--- src/rtl/dpoa_pkg.sv ---
// Shared types and codes for the dual port owner arbiter.
`default_nettype none

package dpoa_pkg;

  localparam int unsigned TIME_W = 32;
  localparam int unsigned CMD_W  = 3;
  localparam int unsigned PORT_W = 2;
  localparam int unsigned MODE_W = 2;
  localparam int unsigned CFG_IDX_W = 1;

  localparam logic [CMD_W-1:0] CMD_POLL    = 3'd0;
  localparam logic [CMD_W-1:0] CMD_LOCK    = 3'd1;
  localparam logic [CMD_W-1:0] CMD_UNLOCK  = 3'd2;
  localparam logic [CMD_W-1:0] CMD_SWITCH  = 3'd3;
  localparam logic [CMD_W-1:0] CMD_REFRESH = 3'd4;

  localparam logic [MODE_W-1:0] MODE_IDLE   = 2'd0;
  localparam logic [MODE_W-1:0] MODE_ACTIVE = 2'd1;
  localparam logic [MODE_W-1:0] MODE_LOCKED = 2'd2;

  localparam logic [PORT_W-1:0] PORT_NONE   = 2'd0;
  localparam logic [PORT_W-1:0] PORT_FIRST  = 2'd1;
  localparam logic [PORT_W-1:0] PORT_SECOND = 2'd2;

  localparam logic [CFG_IDX_W-1:0] REG_IDLE_TIMEOUT = 1'd0;
  localparam logic [CFG_IDX_W-1:0] REG_LOCK_TIMEOUT = 1'd1;

  localparam logic [TIME_W-1:0] IDLE_TIMEOUT_RESET = 32'd5000;
  localparam logic [TIME_W-1:0] LOCK_TIMEOUT_RESET = 32'd10000;

  typedef struct packed {
    logic [TIME_W-1:0] idle_timeout_ms;
    logic [TIME_W-1:0] lock_timeout_ms;
  } timeouts_t;

  typedef struct packed {
    logic [CMD_W-1:0]  cmd;
    logic [TIME_W-1:0] now_ms;
    logic              first_has_data;
    logic              second_has_data;
    logic [PORT_W-1:0] port;
  } request_t;

  typedef struct packed {
    logic [MODE_W-1:0] mode;
    logic [PORT_W-1:0] owner;
    logic [TIME_W-1:0] activity_stamp;
    logic [TIME_W-1:0] lock_stamp;
    logic              first_pending;
    logic              second_pending;
  } arb_state_t;

  typedef struct packed {
    logic [PORT_W-1:0] owner;
    logic [MODE_W-1:0] mode;
    logic              accepted;
    logic              first_pending;
    logic              second_pending;
  } result_t;

endpackage

`default_nettype wire

--- src/rtl/dpoa_cfg.sv ---
// Timeout configuration registers.
`default_nettype none

module dpoa_cfg (
  input  wire logic                           clk,
  input  wire logic                           rst,
  input  wire logic                           cfg_write,
  input  wire logic [dpoa_pkg::CFG_IDX_W-1:0] cfg_index,
  input  wire logic [dpoa_pkg::TIME_W-1:0]    cfg_data,
  output dpoa_pkg::timeouts_t                 timeouts
);
  import dpoa_pkg::*;

  always_ff @(posedge clk) begin
    if (rst) begin
      timeouts.idle_timeout_ms <= IDLE_TIMEOUT_RESET;
      timeouts.lock_timeout_ms <= LOCK_TIMEOUT_RESET;
    end else if (cfg_write) begin
      unique case (cfg_index)
        REG_IDLE_TIMEOUT: timeouts.idle_timeout_ms <= cfg_data;
        REG_LOCK_TIMEOUT: timeouts.lock_timeout_ms <= cfg_data;
        default: ;
      endcase
    end
  end

endmodule

`default_nettype wire

--- src/rtl/dpoa_step.sv ---
// Next-state and result logic for one request.
`default_nettype none

module dpoa_step (
  input  wire dpoa_pkg::arb_state_t state,
  input  wire dpoa_pkg::request_t   req,
  input  wire dpoa_pkg::timeouts_t  timeouts,
  output dpoa_pkg::arb_state_t      state_next,
  output dpoa_pkg::result_t         result
);
  import dpoa_pkg::*;

  logic [PORT_W-1:0] tgt;
  logic [TIME_W-1:0] lock_elapsed;
  logic [TIME_W-1:0] act_elapsed;
  logic              lock_late;
  logic              idle_late;
  logic              f;
  logic              s;
  logic              own;
  logic              other;
  logic [PORT_W-1:0] other_port;
  logic              owner_real;
  logic              accepted;
  arb_state_t        nx;

  assign f   = req.first_has_data;
  assign s   = req.second_has_data;
  assign tgt = (req.port == PORT_FIRST || req.port == PORT_SECOND) ? req.port : PORT_NONE;

  // wrapping elapsed time
  assign lock_elapsed = req.now_ms - state.lock_stamp;
  assign act_elapsed  = req.now_ms - state.activity_stamp;
  assign lock_late    = lock_elapsed >= timeouts.lock_timeout_ms;
  assign idle_late    = act_elapsed >= timeouts.idle_timeout_ms;

  assign owner_real = state.owner == PORT_FIRST || state.owner == PORT_SECOND;
  assign own        = (state.owner == PORT_FIRST) ? f : s;
  assign other      = (state.owner == PORT_FIRST) ? s : f;
  assign other_port = (state.owner == PORT_FIRST) ? PORT_SECOND : PORT_FIRST;

  always_comb begin
    nx       = state;
    accepted = 1'b1;
    unique case (req.cmd)
      CMD_POLL: begin
        if (f) nx.first_pending = 1'b1;
        if (s) nx.second_pending = 1'b1;
        if (state.mode == MODE_LOCKED && lock_late) nx.mode = MODE_ACTIVE;
        if (nx.mode == MODE_IDLE) begin
          if (f) begin
            nx.owner          = PORT_FIRST;
            nx.mode           = MODE_ACTIVE;
            nx.activity_stamp = req.now_ms;
          end else if (s) begin
            nx.owner          = PORT_SECOND;
            nx.mode           = MODE_ACTIVE;
            nx.activity_stamp = req.now_ms;
          end
        end else if (nx.mode == MODE_ACTIVE) begin
          if (owner_real) begin
            priority if (own) begin
              nx.activity_stamp = req.now_ms;
            end else if (other && idle_late) begin
              nx.owner          = other_port;
              nx.activity_stamp = req.now_ms;
            end else if (!other && idle_late) begin
              nx.mode = MODE_IDLE;
            end else begin
              // hold until the idle timeout
            end
          end
        end else begin
          if ((state.owner == PORT_FIRST && f) || (state.owner == PORT_SECOND && s))
            nx.lock_stamp = req.now_ms;
        end
        if (nx.owner == PORT_FIRST && !f) nx.first_pending = 1'b0;
        if (nx.owner == PORT_SECOND && !s) nx.second_pending = 1'b0;
      end
      CMD_LOCK: begin
        if (state.mode == MODE_LOCKED && state.owner != tgt) begin
          accepted = 1'b0;
        end else begin
          nx.mode       = MODE_LOCKED;
          nx.owner      = tgt;
          nx.lock_stamp = req.now_ms;
        end
      end
      CMD_UNLOCK: begin
        if (state.mode == MODE_LOCKED) begin
          nx.mode           = MODE_ACTIVE;
          nx.activity_stamp = req.now_ms;
        end
      end
      CMD_SWITCH: begin
        if (state.mode == MODE_LOCKED) begin
          accepted = 1'b0;
        end else begin
          if (tgt != PORT_NONE) nx.owner = tgt;
          nx.mode           = MODE_ACTIVE;
          nx.activity_stamp = req.now_ms;
        end
      end
      CMD_REFRESH: begin
        if (state.owner == tgt) begin
          nx.activity_stamp = req.now_ms;
          if (state.mode == MODE_LOCKED) nx.lock_stamp = req.now_ms;
        end
      end
      default: ;
    endcase
  end

  assign state_next            = nx;
  assign result.owner          = nx.owner;
  assign result.mode           = nx.mode;
  assign result.accepted       = accepted;
  assign result.first_pending  = nx.first_pending;
  assign result.second_pending = nx.second_pending;

endmodule

`default_nettype wire

--- src/rtl/dual_port_owner_arbiter.sv ---
// Top level of the dual port owner arbiter.
`default_nettype none

// Two-port console ownership arbiter. Each request (poll, lock, unlock,
// switch, refresh) is captured in an input register, evaluated against the
// arbiter state by combinational compare-and-update logic, and its result is
// held in an output register until taken. One request is accepted every
// cycle while results are taken, set by the single state update per cycle.
// Timeouts compare the wrapping 32-bit difference between now_ms and the
// stored stamps.
module dual_port_owner_arbiter (
  input  wire logic                           clk,
  input  wire logic                           rst,
  input  wire logic                           cfg_valid,
  output wire logic                           cfg_ready,
  input  wire logic [dpoa_pkg::CFG_IDX_W-1:0] cfg_index,
  input  wire logic [dpoa_pkg::TIME_W-1:0]    cfg_data,
  input  wire logic                           in_valid,
  output wire logic                           in_ready,
  input  wire logic [dpoa_pkg::CMD_W-1:0]     cmd,
  input  wire logic [dpoa_pkg::TIME_W-1:0]    now_ms,
  input  wire logic                           first_has_data,
  input  wire logic                           second_has_data,
  input  wire logic [dpoa_pkg::PORT_W-1:0]    port,
  output logic                                out_valid,
  input  wire logic                           out_ready,
  output logic [dpoa_pkg::PORT_W-1:0]         owner,
  output logic [dpoa_pkg::MODE_W-1:0]         mode,
  output logic                                accepted,
  output logic                                first_pending,
  output logic                                second_pending
);
  import dpoa_pkg::*;

  timeouts_t  timeouts;
  request_t   req;
  logic       req_valid;
  arb_state_t state;
  arb_state_t state_next;
  result_t    result;
  logic       fire;

  assign cfg_ready = 1'b1;

  dpoa_cfg u_cfg (
    .clk       (clk),
    .rst       (rst),
    .cfg_write (cfg_valid),
    .cfg_index (cfg_index),
    .cfg_data  (cfg_data),
    .timeouts  (timeouts)
  );

  assign fire     = req_valid && (!out_valid || out_ready);
  assign in_ready = !req_valid || fire;

  always_ff @(posedge clk) begin
    if (rst) begin
      req_valid <= 1'b0;
    end else if (in_ready) begin
      req_valid <= in_valid;
    end
  end

  always_ff @(posedge clk) begin
    if (in_ready && in_valid) begin
      req.cmd             <= cmd;
      req.now_ms          <= now_ms;
      req.first_has_data  <= first_has_data;
      req.second_has_data <= second_has_data;
      req.port            <= port;
    end
  end

  dpoa_step u_step (
    .state      (state),
    .req        (req),
    .timeouts   (timeouts),
    .state_next (state_next),
    .result     (result)
  );

  always_ff @(posedge clk) begin
    if (rst) begin
      state.mode           <= MODE_IDLE;
      state.owner          <= PORT_FIRST;
      state.activity_stamp <= '0;
      state.lock_stamp     <= '0;
      state.first_pending  <= 1'b0;
      state.second_pending <= 1'b0;
    end else if (fire) begin
      state <= state_next;
    end
  end

  always_ff @(posedge clk) begin
    if (rst) begin
      out_valid <= 1'b0;
    end else if (fire) begin
      out_valid <= 1'b1;
    end else if (out_ready) begin
      out_valid <= 1'b0;
    end
  end

  always_ff @(posedge clk) begin
    if (fire) begin
      owner          <= result.owner;
      mode           <= result.mode;
      accepted       <= result.accepted;
      first_pending  <= result.first_pending;
      second_pending <= result.second_pending;
    end
  end

  a_fire_gives_result: assert property (@(posedge clk) disable iff (rst)
    fire |=> out_valid)
    else $error("result missing after step");

  a_state_mode_legal: assert property (@(posedge clk) disable iff (rst)
    state.mode != 2'd3 && state.owner != 2'd3)
    else $error("illegal arbiter state");

  a_refusal_cmd: assert property (@(posedge clk) disable iff (rst)
    fire && !result.accepted |-> req.cmd == CMD_LOCK || req.cmd == CMD_SWITCH)
    else $error("refusal on non lock/switch request");

  a_empty_ready: assert property (@(posedge clk) disable iff (rst)
    !req_valid |-> in_ready)
    else $error("input stalled while empty");

endmodule

`default_nettype wire

--- config.mk ---
export PLATFORM = sky130hd
export DESIGN_NAME = dual_port_owner_arbiter
export DESIGN_NICKNAME = d
export VERILOG_FILES = /design/src/rtl/dpoa_pkg.sv /design/src/rtl/dpoa_cfg.sv /design/src/rtl/dpoa_step.sv /design/src/rtl/dual_port_owner_arbiter.sv
export SDC_FILE = /design/constraint.sdc
export NUM_CORES = 1
export LEC_CHECK = 0
export ABC_AREA = 1
export BUFFER_PORTS_ARGS = -buffer_cell sky130_fd_sc_hd__buf_2
export CAP_MARGIN = 5
export CORE_UTILIZATION = 40
export CTS_CLUSTER_DIAMETER = 50
export DETAILED_ROUTE_END_ITERATION = 6
export PLACE_DENSITY = 0.62
export SYNTH_ARGS = -nofsm -noshare
export SYNTH_HDL_FRONTEND = slang
export SYNTH_SLANG_ARGS = --single-unit
--- constraint.sdc ---
create_clock -name clk -period 5.35 [get_ports clk]
set_input_delay 0.8025 -clock clk [delete_from_list [all_inputs] [get_ports clk]]
set_output_delay 0.8025 -clock clk [all_outputs]
set_load 0.05 [all_outputs]
==> results of run 1 <==
## final timing paths
path / end / from / slack [ps]
max: first_pending / req[4] / 680
min: state[10] / state[10] / 460
max reg2reg: first_pending / req[4] / 680
min reg2reg: state[10] / state[10] / 460
## per-stage QoR
step	power [uW]	instance area (sq um)	setup WS (ps)	hold slack, ps
floorplan	2290	11500	1390	427
global placement	2520	12300	813	443
detailed placement	2550	12300	704	449
CTS	3750	12900	673	459
global route	3960	12900	208	473
finish	3720	12900	683	457
## area by class of cell
cell class / instances / area, sq um
fillers: 2890 / 15200
clock inverters: 11 / 91.3
flip-flops and latches: 182 / 4100
multi-input cells: 1026 / 6330
clock buffers: 21 / 465
well taps: 378 / 473
inverters: 242 / 908
repair buffers: 92 / 490
## cell usage after synthesis (all sizes together) (3+ instances only)
| library cell | count | area, sq um |
|---|---|---|
| buf | 14 | 101 |
| a21oi | 227 | 1200 |
| ha | 130 | 1630 |
| xor2 | 45 | 402 |
| nor3 | 13 | 70.1 |
| a221oi | 4 | 35.0 |
| o21ai | 141 | 785 |
| clkinv | 3 | 11.3 |
| nand3 | 29 | 155 |
| dfxtp | 136 | 2720 |
| clkbuf | 26 | 97.6 |
| edfxtp | 46 | 1380 |
| a31oi | 5 | 31.3 |
| xnor2 | 17 | 149 |
| o21bai | 7 | 56.3 |
| a21boi | 6 | 67.6 |
| nor2 | 88 | 353 |
| o211ai | 16 | 125 |
| a21o | 3 | 22.5 |
| o21a | 9 | 67.6 |
| nand4 | 9 | 56.3 |
| nand2 | 265 | 1000 |
| inv | 239 | 897 |
## power breakdown
group	internal, uW	switching, uW	total (uW)
clock	638	567	1200
combinational	372	612	984
sequential	1490	45.2	1540
total	2500	1220	3720
## worst max-delay path: cells and delay by family (launching register included)
| family | cells | cell delay (ps) |
|---|---|---|
| AOI/OAI and AO/OA | 5 | 990 |
| xor gates and xnor gates | 1 | 170 |
| buffers and inverters | 3 | 240 |
| DFF | 1 | 420 |
| adders and majority gates | 3 | 840 |
| and+or+nand+nor | 17 | 1760 |
## registers in the layout (all words and copies together) (netlist names)
name	count
u_cfg.timeouts	64
second_pending	1
state	70
req	39
accepted	1
req_valid	1
mode	2
owner	2
first_pending	1
out_valid	1
## per-layer routing
metal	vias to the layer above	global-route usage	routed length, um
li1	5091	-	-
met1	4325	0.276	13900
met2	187	0.288	11300
met3	15	0.0316	1290
met4	0	0.0431	234
met5	-	0	0
## logic make-up (layout without fill, tap and decap cells)
family | count (synthesis) | after routing | share of synthesized area
flops | 182 | 182 | 0.356
simple gates | 406 | 406 | 0.143
buf+inv | 282 | 366 | 0.0960
xor+xnor | 62 | 62 | 0.0477
fa+ha+maj | 132 | 132 | 0.144
other cells | 1 | 1 | 0.000325
compound gates | 425 | 425 | 0.213
==> out/metrics.yaml, run 1 <==
status:
  status: "finished clean"
drt:
  wirelength_um: 26800
  postRouteAntennaNets: 0
  drc: 0
  drt_pre_antenna_iters: 5
  vias: 9618
  viasPerCell: 4.93
  drt_iter0_markers: 601
  post_drt_wl_per_cell_um: 13.7
sta:
  hold_viol: 0
  final-max-slew-violation-count: 0
  final.period_utilization: 0.872
  setup_viol: 0
  tightest_slew_ps: 1160
  fin_crit_ps: 4670
  rsz0062_at_grt: "no"
  clock_skew_ps: 12.9
  relSlewSlack: 0.228
  fin_tns_setup_ps: 0
  fmax_mhz: 214
floorplan:
  die_y_um: 172
  die_w_um: 172
  initial_core_util: 0.411
  pin_count: 87
  dieArea_sq_um: 29500
  core.rowCount: 61
  core_sq_um: 28100
clocking:
  ctsHoldBuffers: 0
  clk_latency_ps: 440
  cts_resized: 0
  cts_made_buffers: 17
  post_cts_buffers: 0
  clkSlewWorstSetupHoldPaths_ps: 70
  htree_levels: 4
  cts.sinks: 182
  cts_tree: "done"
  root_buffer: "clkbuf_16"
  ctsLongestPathBuffers: 2
critical_path:
  cpMaxStageDelayCell: "edfxtp_1"
  slowest_delay_ps: 420
  criticalPathCategory: "reg2reg"
  reg2reg_depth: 29
  required_ps: 5530
  worst_ep_arrival_time_ps: 4850
  start_kind: "flip-flop"
  cp-end-kind: "flip-flop"
  cp_common_cell: "nand2_1"
  crit_fanout: 3
layout:
  layout-drive-gt1-share: 0.112
  mostFrequentLayoutCells: "261 x nand2_1, 229 x inv_1, 215 x a21oi_1, 136 x dfxtp_1, 130 x ha_1"
  syn_to_final_growth_pct: 11.4
  layout.cells.most_common: "nand2_1"
  fin_cells: 1952
  final_nets: 1770
  insertedDiodeCount: 0
  postLayoutCoreUtil: 0.458
synth:
  synthFlopType: "dfxtp_1"
  synth-warning-count: 0
  synth_seq_area_share: 0.356
  async_flop_share: 0
  syn_avg_cell_area_sq_um: 7.74
  ys_ff_latch: 182
  synth.distinct_cells: 49
  synth_edf_count: 46
  synthCells: 1490
  synth_area_sq_um: 11500
  syn-num-nets: 1699
placed_design:
  finalWeightedCongestion: 0.864
  place_hpwl_um: 20900
  place_inst: 1920
  port_buffers: 85
global_routing:
  grt_max_degree: 70
  antenna_found_initial: 0
  overflow: 0
  grt_pass1_wl_um: 43600
  grt_pass1_vias: 8834
  grt_use_total: 0.189
power:
  p_per_area_nw_per_um2: 290
  ir_drop_v: 0.000218
  leakage_uw: 0.00549
worst_hold_path:
  hold_class: "reg2reg"
  min_path_cells: 2
flow_run:
  drv_cap: 0
(Power assumes the default switching activity.)
==> run 2, diff against run 1 <==
--- a/config.mk
+++ b/config.mk
@@ -9,6 +9,7 @@
 export BUFFER_PORTS_ARGS = -buffer_cell sky130_fd_sc_hd__buf_2
 export CAP_MARGIN = 5
 export CORE_UTILIZATION = 40
+export CTS_BUF_LIST = sky130_fd_sc_hd__clkbuf_16
 export CTS_CLUSTER_DIAMETER = 50
 export DETAILED_ROUTE_END_ITERATION = 6
 export PLACE_DENSITY = 0.62
==> run 2 against run 1 <==
Compared with the run above:
- setup slack improved by 1.1 ps
- die area unchanged
- highest routed layer unchanged
- clock power about the same
- register-to-register slack about the same
- via count decreased by 0.16%
- critical path depth unchanged
- sequential cell count unchanged
- critical endpoint unchanged
- sequential share of layout area about the same
==> out/metrics.yaml, run 2 (synthesized netlist as in run 1, its figures left out) <==
status:
  status: "finished clean"  # unchanged
worst_hold_path:
  hold_class: "reg2reg"  # unchanged
  holdPathEnd: "state[10]"  # unchanged
  min_path_cells: 2  # unchanged
  hp-start: "state[10]"  # unchanged
clocking:
  clkSlewWorstSetupHoldPaths_ps: 70  # about the same
  cts.sinks: 182  # unchanged
  cts_made_buffers: 17  # unchanged
  ctsLongestPathBuffers: 2  # unchanged
  htree_levels: 4  # unchanged
  clk_latency_ps: 440  # about the same
  post_cts_buffers: 0  # unchanged
  cts_tree: "done"  # unchanged
  root_buffer: "clkbuf_16"  # unchanged
  cts_resized: 0  # unchanged
  ctsHoldBuffers: 0  # unchanged
floorplan:
  pin_count: 87  # unchanged
  die_w_um: 172  # unchanged
  die_y_um: 172  # unchanged
  initial_core_util: 0.411  # unchanged
  dieArea_sq_um: 29500  # unchanged
  core.rowCount: 61  # unchanged
  core_sq_um: 28100  # unchanged
sta:
  hold_viol: 0  # unchanged
  clock_skew_ps: 13.2  # was 12.9 ps
  fin_tns_setup_ps: 0  # unchanged
  setup_viol: 0  # unchanged
  rsz0062_at_grt: "no"  # unchanged
  tightest_slew_ps: 1160  # about the same
  relSlewSlack: 0.228  # about the same
  final.period_utilization: 0.872  # about the same
  fmax_mhz: 214  # about the same
  fin_crit_ps: 4670  # about the same
  final-max-slew-violation-count: 0  # unchanged
global_routing:
  grt_pass1_wl_um: 43600  # about the same
  overflow: 0  # unchanged
  grt_pass1_vias: 8824  # was 8834
  antenna_found_initial: 0  # unchanged
  grt_use_total: 0.189  # about the same
  grt_max_degree: 70  # unchanged
drt:
  postRouteAntennaNets: 0  # unchanged
  drt_pre_antenna_iters: 4  # was 5
  wirelength_um: 26700  # was 26800 um
  vias: 9603  # was 9618
  drc: 0  # unchanged
  drt_iter0_markers: 548  # was 601
  post_drt_wl_per_cell_um: 13.7  # about the same
  viasPerCell: 4.92  # was 4.93
critical_path:
  cpMaxStageDelayCell: "edfxtp_1"  # unchanged
  r2r_slack_ps: 680  # about the same
  rr_endpoint: "first_pending"  # unchanged
  reg2reg_depth: 29  # unchanged
  worst_ep_arrival_time_ps: 4850  # about the same
  regToRegStartpoint: "req[4]"  # unchanged
  cp_common_cell: "nand2_1"  # unchanged
  start_kind: "flip-flop"  # unchanged
  crit_fanout: 3  # unchanged
  slowest_delay_ps: 410  # was 420 ps
  criticalPathCategory: "reg2reg"  # unchanged
  required_ps: 5530  # about the same
  cp-end-kind: "flip-flop"  # unchanged
power:
  leakage_uw: 0.00550  # was 0.00549 uW
  ir_drop_v: 0.000217  # was 0.000218 V
  p_per_area_nw_per_um2: 288  # was 290 nW/um^2
  finalPower_uw: 3710  # was 3720 uW
layout:
  insertedDiodeCount: 0  # unchanged
  postLayoutCoreUtil: 0.458  # about the same
  reg.largest.list: "state: 70 flops, u_cfg.timeouts: 64 flops, req: 39 flops"  # unchanged
  final_nets: 1770  # unchanged
  mostFrequentLayoutCells: "261 x nand2_1, 232 x inv_1, 215 x a21oi_1, 136 x dfxtp_1, 130 x ha_1"  # was 261 x nand2_1, 229 x inv_1, 215 x a21oi_1, 136 x dfxtp_1, 130 x ha_1
  fin_area_sq_um: 12900  # about the same
  largest_reg_flops: 70  # unchanged
  layout.cells.most_common: "nand2_1"  # unchanged
  regMostFlops: "state"  # unchanged
  syn_to_final_growth_pct: 11.4  # about the same
  num-fill-cells: 2892  # was 2890
  layout-drive-gt1-share: 0.111  # was 0.112
placed_design:
  port_buffers: 85  # unchanged
  place_hpwl_um: 20900  # unchanged
  dpl_cell_area_sq_um: 12300  # unchanged
  finalWeightedCongestion: 0.864  # unchanged
flow_run:
  drv_cap: 0  # unchanged
run 2: cell count changes in the layout (fill, tap and decap cells not counted):
cell,delta
inv_1,+3
clkbuf_1,-2
clkbuf_4,-1
run 2: final cells by class:
| type | instances | area (sq um) | area share |
|---|---|---|---|
| clock buffers | 18 | 450 | 0.0350 |
| flip-flops and latches | 182 | 4100 | 0.319 |
| clock inverters | 14 | 103 | 0.00798 |
| inverters | 242 | 908 | 0.0707 |
| repair buffers | 92 | 490 | 0.0381 |
| multi-input cells | 1026 | 6330 | 0.492 |
| well taps | 378 | 473 | 0.0368 |
run 2: report_power, final:
group	internal, uW	total, uW	switching [uW]
combinational	372	984	612
clock	627	1190	562
sequential	1490	1540	45.2
total	2490	3710	1220
run 2: worst max-delay path by stage:
stage	from	endpoint	slack, ps	depth (start not counted)
after floorplan	req[4]	first_pending	1390	32
after global placement	req[4]	state[2]	810	32
after detailed placement	req[4]	state[61]	700	31
after CTS	req[4]	state[58]	670	31
after global routing	req[4]	first_pending	210	28
final	req[4]	first_pending	680	29
run 2: critical path: cells and delay by family (launching register included):
family / cells / cell delay (ps)
compound gates: 5 / 980
xor+xnor: 1 / 170
fa+ha+maj: 3 / 840
buf+inv: 3 / 240
flops: 1 / 410
simple gates: 17 / 1770
run 2: per-stage QoR:
stage | cells | worst slack [ps] | hold WS (ps)
2_1_floorplan | 1490 | 1390 | 427
6_report | 1952 | 684 | 457
4_1_cts | 1952 | 673 | 459
5_1_grt | 1952 | 208 | 473
3_3_place_gp | 1920 | 813 | 443
3_5_place_dp | 1920 | 704 | 449
run 2: per-layer routing:
metal / wire [um] / up-vias / track usage
li1: - / 5088 / -
met1: 14000 / 4336 / 0.277
met2: 11300 / 166 / 0.288
met3: 1220 / 13 / 0.0311
met4: 223 / 0 / 0.0423
met5: 0 / - / 0
==> run 3, diff against run 2 <==
--- a/config.mk
+++ b/config.mk
@@ -5,7 +5,7 @@
 export SDC_FILE = /design/constraint.sdc
 export NUM_CORES = 1
 export LEC_CHECK = 0
-export ABC_AREA = 1
+export ABC_AREA = 0
 export BUFFER_PORTS_ARGS = -buffer_cell sky130_fd_sc_hd__buf_2
 export CAP_MARGIN = 5
 export CORE_UTILIZATION = 40
==> run 3 against run 2 <==
Compared with the run above:
- maximum frequency down 10%
- setup slack worse by 530 ps
- routed wire length up 19%
- via count rose by 6.2%
- sequential cell count did not move
==> out/metrics.yaml, run 3 <==
global_routing:
  grt_pass1_wl_um: 49400  # was 43600 um
  grt_max_degree: 75  # was 70
  grt_use_total: 0.203  # was 0.189
  overflow: 0  # unchanged
  grt_pass1_vias: 9643  # was 8824
  antenna_found_initial: 0  # unchanged
synth:
  synth_common_cells: "160 x nand2_1, 148 x inv_1, 136 x dfxtp_1"  # was 261 x nand2_1, 231 x inv_1, 215 x a21oi_1
  synth.distinct_cells: 78  # was 49
  ys_ff_latch: 182  # unchanged
  synth_edf_count: 46  # unchanged
  synthCells: 1405  # was 1490
  synth.most_common_cell: "nand2_1"  # unchanged
  syn_avg_cell_area_sq_um: 8.58  # was 7.74 sq um
  synthFlopType: "dfxtp_1"  # unchanged
  synth-warning-count: 0  # unchanged
  netlist.area_leader.share: 0.226  # was 0.236
  synth_area_sq_um: 12100  # was 11500 sq um
  yosys.area.top_type: "dfxtp_1"  # unchanged
  async_flop_share: 0  # unchanged
  synth_seq_area_share: 0.340  # was 0.356
  syn-num-nets: 1614  # was 1699
  synthTopCellsByArea: "dfxtp_1 23%, ha_1 13%, edfxtp_1 11%"  # was dfxtp_1 24%, ha_1 14%, edfxtp_1 12%
sta:
  setup_viol: 0  # unchanged
  fmax_mhz: 192  # was 214 MHz
  final.period_utilization: 0.972  # was 0.872
  fin_crit_ps: 5200  # was 4670 ps
  final-max-slew-violation-count: 0  # unchanged
  clock_skew_ps: 17.5  # was 13.2 ps
  relSlewSlack: 0.270  # was 0.228
  rsz0062_at_grt: "yes"  # was no
  tightest_slew_ps: 1090  # was 1160 ps
  hold_viol: 0  # unchanged
  worst_slack_ps: 150  # was 684 ps
critical_path:
  slowest_delay_ps: 450  # was 410 ps
  cpMaxStageDelayCell: "edfxtp_1"  # unchanged
  start_kind: "flip-flop"  # unchanged
  cp-end-kind: "flip-flop"  # unchanged
  worst_ep_arrival_time_ps: 5500  # was 4850 ps
  required_ps: 5650  # was 5530 ps
  crit_path_cell_trace: "ha_4 > a2111o_1 > o21ai_2 > a21oi_2 > o41ai_2 > buf_4 > o211ai_1 > a2111oi_1 > nor3_1 > xor2_1 > ha_1 > a21o_1 > a21o_1 > a211o_1 > a211o_1 > a211oi_2 > o221a_4 > clkbuf_16 > mux2i_1 > nor2_1"
  crit_fanout: 6  # was 3
  criticalPathCategory: "reg2reg"  # unchanged
drt:
  drc: 0  # unchanged
  drt_iter0_markers: 619  # was 548
  drt_pre_antenna_iters: 5  # was 4
  viasPerCell: 5.26  # was 4.92
  wirelength_um: 31700  # was 26700 um
  post_drt_wl_per_cell_um: 16.4  # was 13.7 um
  postRouteAntennaNets: 0  # unchanged
  vias: 10200  # was 9603
placed_design:
  finalWeightedCongestion: 0.844  # was 0.864
  dpl_cell_area_sq_um: 13200  # was 12300 sq um
  pre_cts_ws_ps: -123  # was 704 ps
  place_hpwl_um: 22900  # was 20900 um
  port_buffers: 85  # unchanged
layout:
  largest_reg_flops: 70  # unchanged
  reg.largest.list: "state: 70 flops, u_cfg.timeouts: 64 flops, req: 39 flops"  # unchanged
  layout.cells.most_common: "nand2_1"  # unchanged
  fin_area_sq_um: 14300  # was 12900 sq um
  syn_to_final_growth_pct: 18.2  # was 11.4%
  final_nets: 1745  # was 1770
  insertedDiodeCount: 0  # unchanged
  mostFrequentLayoutCells: "159 x nand2_1, 147 x inv_1, 136 x dfxtp_1, 127 x a21oi_1, 123 x ha_1"  # was 261 x nand2_1, 232 x inv_1, 215 x a21oi_1, 136 x dfxtp_1, 130 x ha_1
  layout-drive-gt1-share: 0.160  # was 0.111
  regMostFlops: "state"  # unchanged
floorplan:
  core.rowCount: 63  # was 61
  die_y_um: 176  # was 172 um
  die_w_um: 176  # was 172 um
  initial_core_util: 0.407  # was 0.411
  dieArea_sq_um: 30800  # was 29500 sq um
  pin_count: 87  # unchanged
  core_sq_um: 29600  # was 28100 sq um
status:
  status: "finished clean"  # unchanged
clocking:
  clkSlewWorstSetupHoldPaths_ps: 70  # about the same
  cts_made_buffers: 17  # unchanged
  clk_latency_ps: 450  # was 440 ps
  ctsLongestPathBuffers: 2  # unchanged
  root_buffer: "clkbuf_16"  # unchanged
  cts.sinks: 182  # unchanged
  htree_levels: 4  # unchanged
  cts_tree: "done"  # unchanged
flow_run:
  drv_cap: 0  # unchanged
worst_hold_path:
  hold_class: "reg2reg"  # unchanged
power:
  leakage_uw: 0.00571  # was 0.00550 uW
  ir_drop_v: 0.000214  # was 0.000217 V
  p_per_area_nw_per_um2: 263  # was 288 nW/um^2
==> run 3: cell types whose count changed after synthesis, moves of 23 or more <==
cell and delta:
a21oi_1 -84, o21ai_0 -55, nand2_1 -101, xor2_1 -25
nand2b_1 +74, o21ai_1 -23, a21o_1 +43, inv_1 -83
mux2i_1 +64
==> run 3: worst paths after layout <==
kind,start,endpoint,slack [ps],cells past startpoint
min,u_cfg.timeouts[34],u_cfg.timeouts[34],460,2
max reg2reg,req[10],state[6],150,20
max,req[10],state[6],150,20
min reg2reg,u_cfg.timeouts[34],u_cfg.timeouts[34],460,2
==> run 3: stage by stage <==
step,utilization,TNS [ps],cells,hold slack (ps),power [uW]
global route,0.481,-3480,1939,476,3960
CTS,0.464,0,1919,458,3730
floorplan,-,0,1405,436,2190
detailed placement,0.444,-3090,1886,449,2470
global placement,0.444,-37.0,1886,444,2450
finish,0.481,0,1939,459,3750
==> run 3: report_power, final <==
| part | leakage [uW] | switching [uW] | internal (uW) |
|---|---|---|---|
| Sequential | 0.00155 | 51.9 | 1480 |
| Clock | 0.000287 | 593 | 654 |
| Combinational | 0.00387 | 547 | 432 |
| Total | 0.00571 | 1190 | 2560 |
==> run 3: layout make-up <==
class                   count  area, sq um
fillers                  2871        15400
clock buffers              19          475
clock inverters            13         91.3
flip-flops and latches    182         4100
multi-input cells        1022         7370
repair buffers            164         1160
inverters                 149          559
well taps                 390          488
==> run 3: kinds of logic (layout without fill, tap and decap cells) <==
logic type      Yosys count  in the layout  synth area share
mux                      64             64            0.0532
simple gates            419            419             0.165
buf+inv                 201            345            0.0691
flops                   182            182             0.340
fa+ha+maj               132            132             0.138
xor+xnor                 56             56            0.0407
other cells               1              1          0.000311
compound gates          350            350             0.193
==> run 3: layer usage <==
metal | track usage | part of all wire | vias to the layer above
met4 | 0.0500 | 0.016 | 0
met5 | 0 | 0 | -
met2 | 0.334 | 0.45 | 189
met1 | 0.279 | 0.49 | 4840
li1 | - | - | 5138
met3 | 0.0288 | 0.038 | 28
==> run 3: worst max-delay path: cells and delay by family, from the launching register on <==
kind | cells | cell delay (ps)
compound gates | 12 | 3120
fa+ha+maj | 2 | 600
flops | 1 | 450
buf+inv | 2 | 380
mux | 1 | 200
simple gates | 2 | 160
xor+xnor | 1 | 160
==> run 3: timing repair <==
| item | CTS | global route |
|---|---|---|
| endpoints found under the setup margin | 49 | 74 |
| resized for setup | 3 | 50 |
| hold buffers | 0 | 0 |
| pin swaps | 2 | 34 |
| setup buffers | 1 | 14 |
| gates cloned | 0 | 6 |
